--- config.mk ---
export PLATFORM = sky130hd
export DESIGN_NAME = circular_fifo_with_search
export DESIGN_NICKNAME = d
export VERILOG_FILES = /design/src/hdl/cfs_pkg.sv /design/src/hdl/circular_fifo_with_search.sv /design/src/hdl/cfs_cell.sv
export SDC_FILE = /design/constraint.sdc
export NUM_CORES = 1
export LEC_CHECK = 0
export ABC_CLOCK_PERIOD_IN_PS = 4700
export BUFFER_PORTS_ARGS = -buffer_cell sky130_fd_sc_hd__buf_4
export CAP_MARGIN = 20
export CELL_PAD_IN_SITES_DETAIL_PLACEMENT = 2
export CELL_PAD_IN_SITES_GLOBAL_PLACEMENT = 2
export CORE_MARGIN = 2
export CORE_UTILIZATION = 30
export DETAILED_ROUTE_END_ITERATION = 7
export GPL_TIMING_DRIVEN = 1
export PLACE_DENSITY = 0.67
export REMOVE_ABC_BUFFERS = 1
export SETUP_SLACK_MARGIN = 0.05
export SLEW_MARGIN = 25
export SYNTH_ARGS = -nofsm -noshare
export SYNTH_HDL_FRONTEND = slang
export SYNTH_SLANG_ARGS = --single-unit
export TNS_END_PERCENT = 20
--- constraint.sdc ---
create_clock -name clk -period 4.7 [get_ports clk]
set_input_delay 0.235 -clock clk [delete_from_list [all_inputs] [get_ports clk]]
set_output_delay 0.235 -clock clk [all_outputs]
set_load 0.02 [all_outputs]
--- src/hdl/cfs_pkg.sv ---
// ----------------------------------------------------------------------------
// cfs_pkg: shared types and constants for the circular FIFO with search
// Holds the queue depth, field widths, command and status codes, the
// controller states and the control bundle that drives each storage cell.
// ----------------------------------------------------------------------------
package cfs_pkg;

  // Queue geometry.
  localparam int DEPTH  = 8;
  localparam int IDX_W  = (DEPTH > 1) ? $clog2(DEPTH) : 1;
  localparam int CNT_W  = $clog2(DEPTH + 1);
  localparam int WORD_W = 32;
  localparam int SLOT_W = 3;

  typedef logic signed [WORD_W-1:0] word_t;

  // Command codes carried by one input transaction.
  typedef enum logic [1:0] {
    OP_ENQ    = 2'd0,
    OP_DEQ    = 2'd1,
    OP_SEARCH = 2'd2,
    OP_NOP    = 2'd3
  } opcode_t;

  // Status codes carried by one result transaction.
  typedef enum logic [1:0] {
    STAT_OK    = 2'd0,
    STAT_FULL  = 2'd1,
    STAT_EMPTY = 2'd2,
    STAT_MISS  = 2'd3
  } status_t;

  // Controller states.
  typedef enum logic {
    FSM_IDLE,
    FSM_SEARCH
  } fsm_state_t;

  // Per-cell control: load a new word, or take the neighbor's word.
  typedef struct packed {
    logic load;
    logic shift;
  } cell_ctrl_t;

endpackage

--- src/hdl/circular_fifo_with_search.sv ---
// ----------------------------------------------------------------------------
// circular_fifo_with_search: ring queue of signed words with a key search
// Top level. Each input transaction carries one command and yields exactly
// one result transaction.
// ----------------------------------------------------------------------------
// Usage:
//   The input channel carries in_opcode, in_push_value and in_search_key;
//   the result channel carries out_status, out_popped_value, out_found_slot.
//   A transaction moves on a rising edge with valid high and stall low.
//   For enqueue, dequeue and the unused code the result is registered and
//   visible the cycle after acceptance, and a new command can be taken
//   every cycle while results are drained.
//   Search holds the input until its result is registered: the words sit
//   in a chain of cells, oldest in front, and the chain rotates one cell
//   per cycle past a single comparator at the front until it is back in
//   place. The input is stalled meanwhile. A search on an empty queue does
//   not rotate the chain; its result is registered like a dequeue's.
//   Reset empties the queue and drops any pending result; stored words are
//   not cleared. While a result waits under out_stall, in_stall is raised,
//   so no command is taken until the result is consumed.
// ----------------------------------------------------------------------------
module circular_fifo_with_search (
  input  logic                           clk,
  input  logic                           rst_n,
  input  logic                           in_valid,
  output logic                           in_stall,
  input  logic [1:0]                     in_opcode,
  input  logic signed [cfs_pkg::WORD_W-1:0] in_push_value,
  input  logic signed [cfs_pkg::WORD_W-1:0] in_search_key,
  output logic                           out_valid,
  input  logic                           out_stall,
  output logic [1:0]                     out_status,
  output logic signed [cfs_pkg::WORD_W-1:0] out_popped_value,
  output logic [cfs_pkg::SLOT_W-1:0]     out_found_slot
);
  import cfs_pkg::*;

  // Low SLOT_W bits of a physical slot index, zero-extended if narrower.
  function automatic logic [SLOT_W-1:0] to_slot(input logic [IDX_W-1:0] idx);
    logic [IDX_W+SLOT_W-1:0] ext;
    ext = {{SLOT_W{1'b0}}, idx};
    return ext[SLOT_W-1:0];
  endfunction

  // Next physical index around the ring.
  function automatic logic [IDX_W-1:0] ring_inc(input logic [IDX_W-1:0] idx);
    return (idx == IDX_W'(DEPTH - 1)) ? '0 : idx + 1'b1;
  endfunction

  fsm_state_t state_r, state_nxt;

  logic [CNT_W-1:0] count_r, count_nxt;
  logic [IDX_W-1:0] head_r, head_nxt;

  logic [IDX_W-1:0] step_r, step_nxt;
  logic [IDX_W-1:0] ptr_r, ptr_nxt;
  logic             hit_r, hit_nxt;
  logic [IDX_W-1:0] slot_r, slot_nxt;
  word_t            key_r, key_nxt;

  logic                  out_valid_r, out_valid_nxt;
  status_t               out_status_r, out_status_nxt;
  word_t                 out_popped_r, out_popped_nxt;
  logic [SLOT_W-1:0]     out_slot_r, out_slot_nxt;

  logic       accept_in;
  opcode_t    op;
  logic       queue_full;
  logic       queue_empty;
  logic       enq_ok;
  logic       deq_ok;
  logic       search_go;
  logic       rotate;
  logic       last_step;
  logic       hit_now;

  word_t      cell_data [DEPTH];
  cell_ctrl_t cell_ctrl [DEPTH];

  // Command decode at the input handshake.
  assign accept_in   = in_valid && !in_stall;
  assign op          = opcode_t'(in_opcode);
  assign queue_full  = (count_r == CNT_W'(DEPTH));
  assign queue_empty = (count_r == '0);
  assign enq_ok      = accept_in && (op == OP_ENQ) && !queue_full;
  assign deq_ok      = accept_in && (op == OP_DEQ) && !queue_empty;
  assign search_go   = accept_in && (op == OP_SEARCH) && !queue_empty;

  // Front-cell comparison during a search; only live entries can match.
  assign last_step = rotate && (step_r == IDX_W'(DEPTH - 1));
  assign hit_now   = rotate && (CNT_W'(step_r) < count_r) && (cell_data[0] == key_r);

  // Chain of cells: cell k holds the k-th oldest word and takes the word of
  // cell k+1 on a shift; the last cell wraps to the front for rotation.
  for (genvar k = 0; k < DEPTH; k++) begin : g_cell
    assign cell_ctrl[k].load  = enq_ok && (count_r == CNT_W'(k));
    assign cell_ctrl[k].shift = deq_ok || rotate;

    cfs_cell u_cell (
      .clk           (clk),
      .ctrl          (cell_ctrl[k]),
      .neighbor_data (cell_data[(k + 1) % DEPTH]),
      .push_data     (in_push_value),
      .data          (cell_data[k])
    );
  end

  // Controller next state.
  always_comb begin
    state_nxt = state_r;
    unique case (state_r)
      FSM_IDLE: begin
        if (search_go) begin
          state_nxt = FSM_SEARCH;
        end
      end
      FSM_SEARCH: begin
        if (last_step) begin
          state_nxt = FSM_IDLE;
        end
      end
      default: state_nxt = FSM_IDLE;
    endcase
  end

  // Controller outputs.
  always_comb begin
    in_stall = 1'b0;
    rotate   = 1'b0;
    unique case (state_r)
      FSM_IDLE: begin
        in_stall = out_valid_r && out_stall;
      end
      FSM_SEARCH: begin
        in_stall = 1'b1;
        rotate   = 1'b1;
      end
      default: begin
        in_stall = 1'b1;
      end
    endcase
  end

  // Occupancy and physical head of the ring.
  always_comb begin
    count_nxt = count_r;
    head_nxt  = head_r;
    if (enq_ok) begin
      count_nxt = count_r + 1'b1;
      if (queue_empty) begin
        head_nxt = '0;
      end
    end else if (deq_ok) begin
      count_nxt = count_r - 1'b1;
      if (count_r == CNT_W'(1)) begin
        head_nxt = '0;
      end else begin
        head_nxt = ring_inc(head_r);
      end
    end
  end

  // Search walk: step count, physical slot at the front, first hit.
  always_comb begin
    step_nxt = step_r;
    ptr_nxt  = ptr_r;
    hit_nxt  = hit_r;
    slot_nxt = slot_r;
    key_nxt  = key_r;
    if (search_go) begin
      step_nxt = '0;
      ptr_nxt  = head_r;
      hit_nxt  = 1'b0;
      key_nxt  = in_search_key;
    end else if (rotate) begin
      step_nxt = step_r + 1'b1;
      ptr_nxt  = ring_inc(ptr_r);
      if (hit_now && !hit_r) begin
        hit_nxt  = 1'b1;
        slot_nxt = ptr_r;
      end
    end
  end

  // Result register: loaded on an accepted command that starts no search, or at the end of a search.
  always_comb begin
    out_status_nxt = out_status_r;
    out_popped_nxt = out_popped_r;
    out_slot_nxt   = out_slot_r;
    out_valid_nxt  = out_valid_r && out_stall;
    if (last_step) begin
      out_valid_nxt  = 1'b1;
      out_popped_nxt = '0;
      if (hit_r) begin
        out_status_nxt = STAT_OK;
        out_slot_nxt   = to_slot(slot_r);
      end else if (hit_now) begin
        out_status_nxt = STAT_OK;
        out_slot_nxt   = to_slot(ptr_r);
      end else begin
        out_status_nxt = STAT_MISS;
        out_slot_nxt   = '0;
      end
    end else if (accept_in && !search_go) begin
      out_valid_nxt  = 1'b1;
      out_status_nxt = STAT_OK;
      out_popped_nxt = '0;
      out_slot_nxt   = '0;
      case (op)
        OP_ENQ: begin
          if (queue_full) begin
            out_status_nxt = STAT_FULL;
          end
        end
        OP_DEQ: begin
          if (queue_empty) begin
            out_status_nxt = STAT_EMPTY;
          end else begin
            out_popped_nxt = cell_data[0];
          end
        end
        OP_SEARCH: begin
          out_status_nxt = STAT_EMPTY;
        end
        default: begin
          out_status_nxt = STAT_OK;
        end
      endcase
    end
  end

  // Control registers.
  always_ff @(posedge clk) begin
    if (!rst_n) begin
      state_r     <= FSM_IDLE;
      count_r     <= '0;
      head_r      <= '0;
      out_valid_r <= 1'b0;
    end else begin
      state_r     <= state_nxt;
      count_r     <= count_nxt;
      head_r      <= head_nxt;
      out_valid_r <= out_valid_nxt;
    end
  end

  // Datapath registers.
  always_ff @(posedge clk) begin
    step_r       <= step_nxt;
    ptr_r        <= ptr_nxt;
    hit_r        <= hit_nxt;
    slot_r       <= slot_nxt;
    key_r        <= key_nxt;
    out_status_r <= out_status_nxt;
    out_popped_r <= out_popped_nxt;
    out_slot_r   <= out_slot_nxt;
  end

  assign out_valid        = out_valid_r;
  assign out_status       = out_status_r;
  assign out_popped_value = out_popped_r;
  assign out_found_slot   = out_slot_r;

`ifndef NO_ASSERTIONS
  // Occupancy never exceeds the ring size.
  a_count_bound: assert property (@(posedge clk) disable iff (!rst_n)
    count_r <= CNT_W'(DEPTH))
    else $error("queue occupancy exceeds depth");

  // An empty ring always has its head at slot zero.
  a_empty_head: assert property (@(posedge clk) disable iff (!rst_n)
    (count_r == '0) |-> (head_r == '0))
    else $error("empty queue with nonzero head");

  // A pending full report means the ring is still full.
  a_full_report: assert property (@(posedge clk) disable iff (!rst_n)
    (out_valid_r && out_status_r == STAT_FULL) |-> (count_r == CNT_W'(DEPTH)))
    else $error("full status reported on a non-full queue");

  // The occupancy and head stay put while a search rotates the chain.
  a_search_hold: assert property (@(posedge clk) disable iff (!rst_n)
    (state_r == FSM_SEARCH) |=> $stable(count_r) && $stable(head_r))
    else $error("queue changed during a search");
`endif

endmodule

--- src/hdl/cfs_cell.sv ---
// ----------------------------------------------------------------------------
// cfs_cell: one storage cell of the queue chain
// Holds one word. It either captures a newly pushed word or takes the word
// of its upstream neighbor, so the chain shifts toward the front cell.
// ----------------------------------------------------------------------------
module cfs_cell (
  input  logic               clk,
  input  cfs_pkg::cell_ctrl_t ctrl,
  input  cfs_pkg::word_t     neighbor_data,
  input  cfs_pkg::word_t     push_data,
  output cfs_pkg::word_t     data
);
  import cfs_pkg::*;

  word_t data_r;

  // Load has priority; the two never occur together.
  always_ff @(posedge clk) begin
    if (ctrl.load) begin
      data_r <= push_data;
    end else if (ctrl.shift) begin
      data_r <= neighbor_data;
    end
  end

  assign data = data_r;

endmodule

Word-level counts from Yosys, hierarchy flattened

Index checks and enable logic that the tools add are counted.

Register bits after elaboration: 344
Bits of input ports: 70
Output and inout bits: 39
Logic and storage cells: 132

Add/sub/neg operators: 5
Order comparisons: 1
Equality and inequality tests: 15
Muxes and demuxes: 46
Bitwise operators: 2
Reduce and logical (&&, ||, !) cells: 43

Operator list:

| cell                  | count |
|---|---|
| $mux W32              | 18 |
| $mux W3               | 12 |
| $eq A32 B32 Y1        | 1 |
| $reduce_bool A2 Y1    | 11 |
| $logic_and A1 B1 Y1   | 21 |
| $eq A4 B3 Y1 const B  | 4 |
| $mux W2               | 5 |
| $add A3 B1 Y3 const B | 3 |
| $eq A3 B3 Y1 const B  | 3 |
| $eq A4 B2 Y1 const B  | 2 |
| $mux W4               | 2 |
| $mux W1               | 6 |
| $pmux W2 S3           | 1 |
| $logic_not A1 Y1      | 5 |
| $add A4 B1 Y4 const B | 1 |
| $eq A4 B1 Y1 const B  | 1 |
| $eq A4 B4 Y1 const B  | 1 |
| $logic_not A4 Y1      | 1 |
| $lt A3 B4 Y1          | 1 |
| $pmux W1 S2           | 2 |
| $reduce_and A2 Y1     | 2 |
| $sub A4 B1 Y4 const B | 1 |
| $reduce_and A3 Y1     | 1 |
| $eq A2 B1 Y1 const B  | 1 |
| 5 further kinds       | 6 |

Longest topological paths before layout

Word-level depth: 10
Gate-level depth with buffers: 8
Mapped depth without buffers: 7

By module

A second synthesis with hierarchy kept.

Cells, all modules: 846
Area, all modules: 15,765.1 um^2

By module, submodules not included:

| module                    | times used | cells each | area each (um^2) | seq. area each (um^2) |
|---|---|---|---|---|
| cfs_cell                  | 8          | 69         | 1,507.7          | 960.9 |
| circular_fifo_with_search | 1          | 294        | 3,703.6          | 2,192.1 |

Worst setup path after synthesis

No wires, ideal clock.

Path type: register to register
Start point: register out_valid_r (netlist: out_valid)
End point: register g_cell[1].u_cell.data_r[0], enable pin
Setup time: 466 ps
Data arrival time: 3,330 ps
Data required time: 4,234 ps
Setup slack: 904 ps
Cell stages (with the launch flop): 6
Buffers on the path: 1
Clock period less this slack: 3,796 ps
Path through: dfxtp_1 a21oi_4 and3_1 buf_4 nand2_2 o21ai_0

Longest elaborated chain between the ends: 8
Elaborated cells between the ends (all ways): 11
Classes of those cells: mux (1); reduce/logical (10)

RTL lines:

| what                                                      | line                                                             | RTL |
|---|---|---|
| start, declared                                           | circular_fifo_with_search.sv:61                                  | `logic out_valid_r, out_valid_nxt;` |
| start signal, assigned                                    | circular_fifo_with_search.sv:243                                 | `out_valid_r <= out_valid_nxt;` |
| $logic_and A1 B1 Y1 (*)                                   | circular_fifo_with_search.sv:132                                 | `in_stall = out_valid_r && out_stall;` |
| $pmux W1 S2 (*)                                           | circular_fifo_with_search.sv:130                                 | `unique case (state_r)` |
| $logic_not A1 Y1 (*)                                      | circular_fifo_with_search.sv:81                                  | `assign accept_in = in_valid && !in_stall;` |
| $logic_and A1 B1 Y1 (*)                                   | circular_fifo_with_search.sv:81                                  |  |
| $logic_and A1 B1 Y1 (on tied branches) (2 in a row)       | circular_fifo_with_search.sv:86, circular_fifo_with_search.sv:85 |  |
| $logic_or A1 B1 Y1 or $logic_and A1 B1 Y1 (tied branches) | circular_fifo_with_search.sv:97, circular_fifo_with_search.sv:96 |  |
| $reduce_bool A2 Y1 (no source line) (*)                   | n/a                                                              |  |
| end signal, assigned                                      | cfs_cell.sv:20                                                   | `data_r <= push_data;` |
| end signal, assigned                                      | cfs_cell.sv:22                                                   | `data_r <= neighbor_data;` |
| end, declared                                             | cfs_cell.sv:15                                                   | `word_t data_r;` |

Mark *: on every way between the ends. The rest lies on a longest branch, timed or not.
A chain may end at the register's enable or synchronous reset.

Final worst setup path

Start point: register count_r[0]
End point: register g_cell[3].u_cell.data_r[16], enable pin

Longest elaborated chain between the ends: 5
Elaborated cells between the ends (all ways): 10
Classes of those cells: eq/ne (2); reduce/logical (8)

RTL lines:

| what                                                      | line                                                             | RTL |
|---|---|---|
| start, declared                                           | circular_fifo_with_search.sv:52                                  | `logic [CNT_W-1:0] count_r, count_nxt;` |
| start signal, assigned                                    | circular_fifo_with_search.sv:241                                 | `count_r <= count_nxt;` |
| $eq A4 B4 Y1 or $logic_not A4 Y1 (tied branches)          | circular_fifo_with_search.sv:83, circular_fifo_with_search.sv:84 |  |
| $logic_not A1 Y1 (on tied branches)                       | circular_fifo_with_search.sv:85, circular_fifo_with_search.sv:86 |  |
| $logic_and A1 B1 Y1 (on tied branches)                    | circular_fifo_with_search.sv:85, circular_fifo_with_search.sv:86 |  |
| $logic_and A1 B1 Y1 or $logic_or A1 B1 Y1 (tied branches) | circular_fifo_with_search.sv:96, circular_fifo_with_search.sv:97 |  |
| $reduce_bool A2 Y1 (no source line) (*)                   | n/a                                                              |  |
| end signal, assigned                                      | cfs_cell.sv:20                                                   |  |
| end signal, assigned                                      | cfs_cell.sv:22                                                   |  |
| end, declared                                             | cfs_cell.sv:15                                                   |  |

Marks and branches as above.

==> run_results.csv <==
group,metric,value,unit
outcome,status,"finished, final reports clean",
synth,post_synth.cell_area_avg,17.1,um^2
floorplan,fp.dieW,225,um
final_layout,drive_gt1_frac,0.403,
floorplan,placementRows,81,
placement,place.port_buffers,108,
clock_tree,cts_repair_resize_count,0,
timing,timing.final.hold_violations,0,
power,leakage,6.08,nW
synth,synth.top_cells.by_area,"edfxtp_1 61%, mux2_2 17%, dfxtp_1 6.1%, mux2_1 3.1%, xnor2_1 1.9%",
synth,postSynthRegisterBits,344,
clock_tree,cts.root.buffer_cell,"clkbuf_16",
synth,mappedNetlistArea,14700,um^2
synth,post_synth_inst_count,856,
power,power_density_over_the_cells,403,nW/um^2
timing,slew_headroom,0.314,
routing,overall_routed_net_length,41.0,mm
final_layout,multiInputGateArea,4530,um^2
timing,fin_crit_sh,0.722,
floorplan,initial_utilization,0.302,
timing,setup_total_negative_slack,0,ns
setup_path,critPathRequiredTime,4.99,ns
placement,dpl.hpwl,26.2,mm
final_layout,nets_final,1098,
synth,synth.cells.most_frequent,"299 x edfxtp_1, 217 x mux2_2, 45 x dfxtp_1",
timing,holdWs,0.0289,ns
synth,distinct_cells_synth,53,
setup_path,crit_arrival,3.69,ns
timing,rsz0062_at_grt,"false",
global_routing,grt_pass1_vias,8878,
routing,drc_errors,0,
global_routing,grt_antenna_before_repair,2,
setup_path,crit_chain,"inv_1 > ha_1 > nor3b_2 > nor4_4 > nor2_1 > nand2_1 > buf_12",
worst_hold_path,hp-class,"in -> reg",
synth,synth-async-reset-ratio,0,
synth,synthFlopType,"edfxtp_1",
synth,synth_enable_flop_cells,299,
routing,final_antenna_net_count,0,
clock_tree,ctsLongestPathBuffers,3,
routing,viasPerCell,4.83,
clock_tree,clock_sinks,344,
global_routing,grt_first_pass_wirelength,60.7,mm
synth,synthDominantCellAreaShare,0.612,
setup_path,path_max_fanout,19,
setup_path,critPathSlowestCell,"nand2_1",
timing,report.final.setup_viol,0,
setup_path,path_class,"reg -> reg",
global_routing,global_route.usage.total,0.165,
timing,min_period,3.39,ns
timing,worst_pin_slew,1.02,ns
setup_path,worst_path_largest_cell_delay,0.75,ns
clock_tree,cts-buffers-inserted,40,
final_layout,filler_cell_count,4799,
final_layout,share_of_the_core_filled_with_cells,0.367,
routing,first_iter_violations,547,
global_routing,aggregate_global_routing_overflow,0,
clock_tree,tritoncts,"done",
final_layout,synthToLayoutAreaGrowth,21.8,%
clock_tree,htree_num_levels,2,
synth,synth_most_common_cell,"edfxtp_1",
placement,placedCellCount,1558,
synth,synth_sequential_area_ratio,0.673,
floorplan,die-area,50700,um^2
synth,yosys_warnings,0,
timing,finClkSkew,0.0321,ns
synth,synth_largest_area_cell,"edfxtp_1",
routing,drt_pre_antenna_iters,4,
final_layout,regArea,9880,um^2
global_routing,pin_count_of_the_biggest_net_entering_global_routing,43,
setup_path,setup.worst_path.end_class,"register",
clock_tree,worst_setup_hold_path_clk_slew,0.06,ns
flow_run,cap_viol_max_count,0,
timing,fmaxAchievable,295,MHz
final_layout,insertedDiodeCount,0,
power,power.ir.vdd_worst,0.208,mV
final_layout,instances_no_fill,1669,
setup_path,cp-start-kind,"register",
placement,place_congestion,0.747,
floorplan,fp.dieH,225,um
timing,finalMaxSlewViolations,0,
clock_tree,clkLatencyLatePin,0.57,ns
floorplan,num_io_pins,109,
floorplan,core-area,48600,um^2
routing,dr_total_vias,8053,
routing,route.detailed.wl_per_inst,24.5,um
==> cell usage in the layout, fill, tap and decap left out, types with 3 or more instances in the layout <==
| cell type | instances |
|---|---|
| a21boi_1 | 3 |
| a22o_1 | 30 |
| and2_1 | 3 |
| and2_2 | 4 |
| and3_1 | 3 |
| buf_4 | 120 |
| bufinv_16 | 6 |
| clkbuf_1 | 5 |
| clkbuf_16 | 40 |
| clkinv_1 | 8 |
| clkinv_2 | 7 |
| dfxtp_1 | 45 |
| dlygate4sd3_1 | 36 |
| edfxtp_1 | 299 |
| ha_1 | 13 |
| inv_1 | 5 |
| inv_6 | 4 |
| mux2_1 | 41 |
| mux2_2 | 217 |
| mux2i_1 | 3 |
| nand2_1 | 20 |
| nand2b_1 | 4 |
| nand2b_2 | 4 |
| nand3_1 | 6 |
| nand3b_1 | 4 |
| nand4_1 | 16 |
| nor2_1 | 11 |
| nor3b_1 | 3 |
| o21ai_0 | 6 |
| o31ai_1 | 3 |
| xnor2_1 | 32 |
| xor2_1 | 3 |
==> area by class of cell <==
type	count	share of cell area
Clock inverter	28	0.0182
Inverter	6	0.00126
Clock buffer	46	0.0578
Timing Repair Buffer	158	0.0732
Sequential cell	344	0.553
Multi-Input combinational cell	465	0.253
Tap cell	622	0.0435
==> critical path: cells and delay by family (launching register included) <==
kind,cells,cell delay (ns)
adders and majority gates,1,0.23
buffers and inverters,2,0.55
DFF,1,0.38
and+or+nand+nor,4,1.96
==> repair_timing <==
action,in CTS,in global routing
hold buffers,36,0
setup buffers,0,0
hold endpoints to repair,43,0
endpoints found under the setup margin,0,0
==> per-stage QoR <==
| step | worst slack [ns] | instance area [um^2] | power [mW] |
|---|---|---|---|
| global route | 1.08 | 17900 | 7.45 |
| floorplan | 0.741 | 14400 | 3.75 |
| global placement | 1.60 | 16100 | 3.98 |
| finish | 1.31 | 17900 | 7.21 |
| CTS | 1.40 | 17800 | 7.31 |
| detailed placement | 1.44 | 16100 | 4.00 |
==> state kept, by name, summed over array words and instances (netlist names) <==
signal	count
out_valid	1
count_r	4
out_found_slot	3
state_r	1
hit_r	1
step_r	3
ptr_r	3
g_cell.u_cell.data	256
out_status	2
head_r	3
key_r	32
out_popped_value	32
slot_r	3
==> report_power, final <==
part	switching, mW	internal [mW]
Clock	1.32	1.93
Combinational	0.268	0.196
Sequential	0.0669	3.43
Total	1.66	5.55
==> layer usage <==
metal,share of wire,track usage,up-vias
li1,-,-,3651
met5,0.00063,0,-
met1,0.46,0.226,4182
met2,0.47,0.268,165
met3,0.042,0.0287,51
met4,0.018,0.0464,4
==> logic make-up after synthesis <==
kind of cell	count (synthesis)	share of synthesized area
flops	344	0.673
mux	261	0.200
simple gates	102	0.0428
compound gates	54	0.0297
buf+inv	47	0.0223
xor+xnor	35	0.0209
fa+ha+maj	13	0.0111
==> path summary, 6_finish.rpt <==
check / from / end / slack [ns] / depth (start not counted)
hold / removal: in_push_value[7] / g_cell[1].u_cell.data[7] / 0.03 / 2
setup / recovery: count_r[0] / g_cell[3].u_cell.data[16] / 1.31 / 7
setup reg to reg: count_r[0] / g_cell[3].u_cell.data[16] / 1.31 / 7
hold reg to reg: out_popped_value[28] / out_popped_value[28] / 0.48 / 1
(Power assumes the default switching activity.)
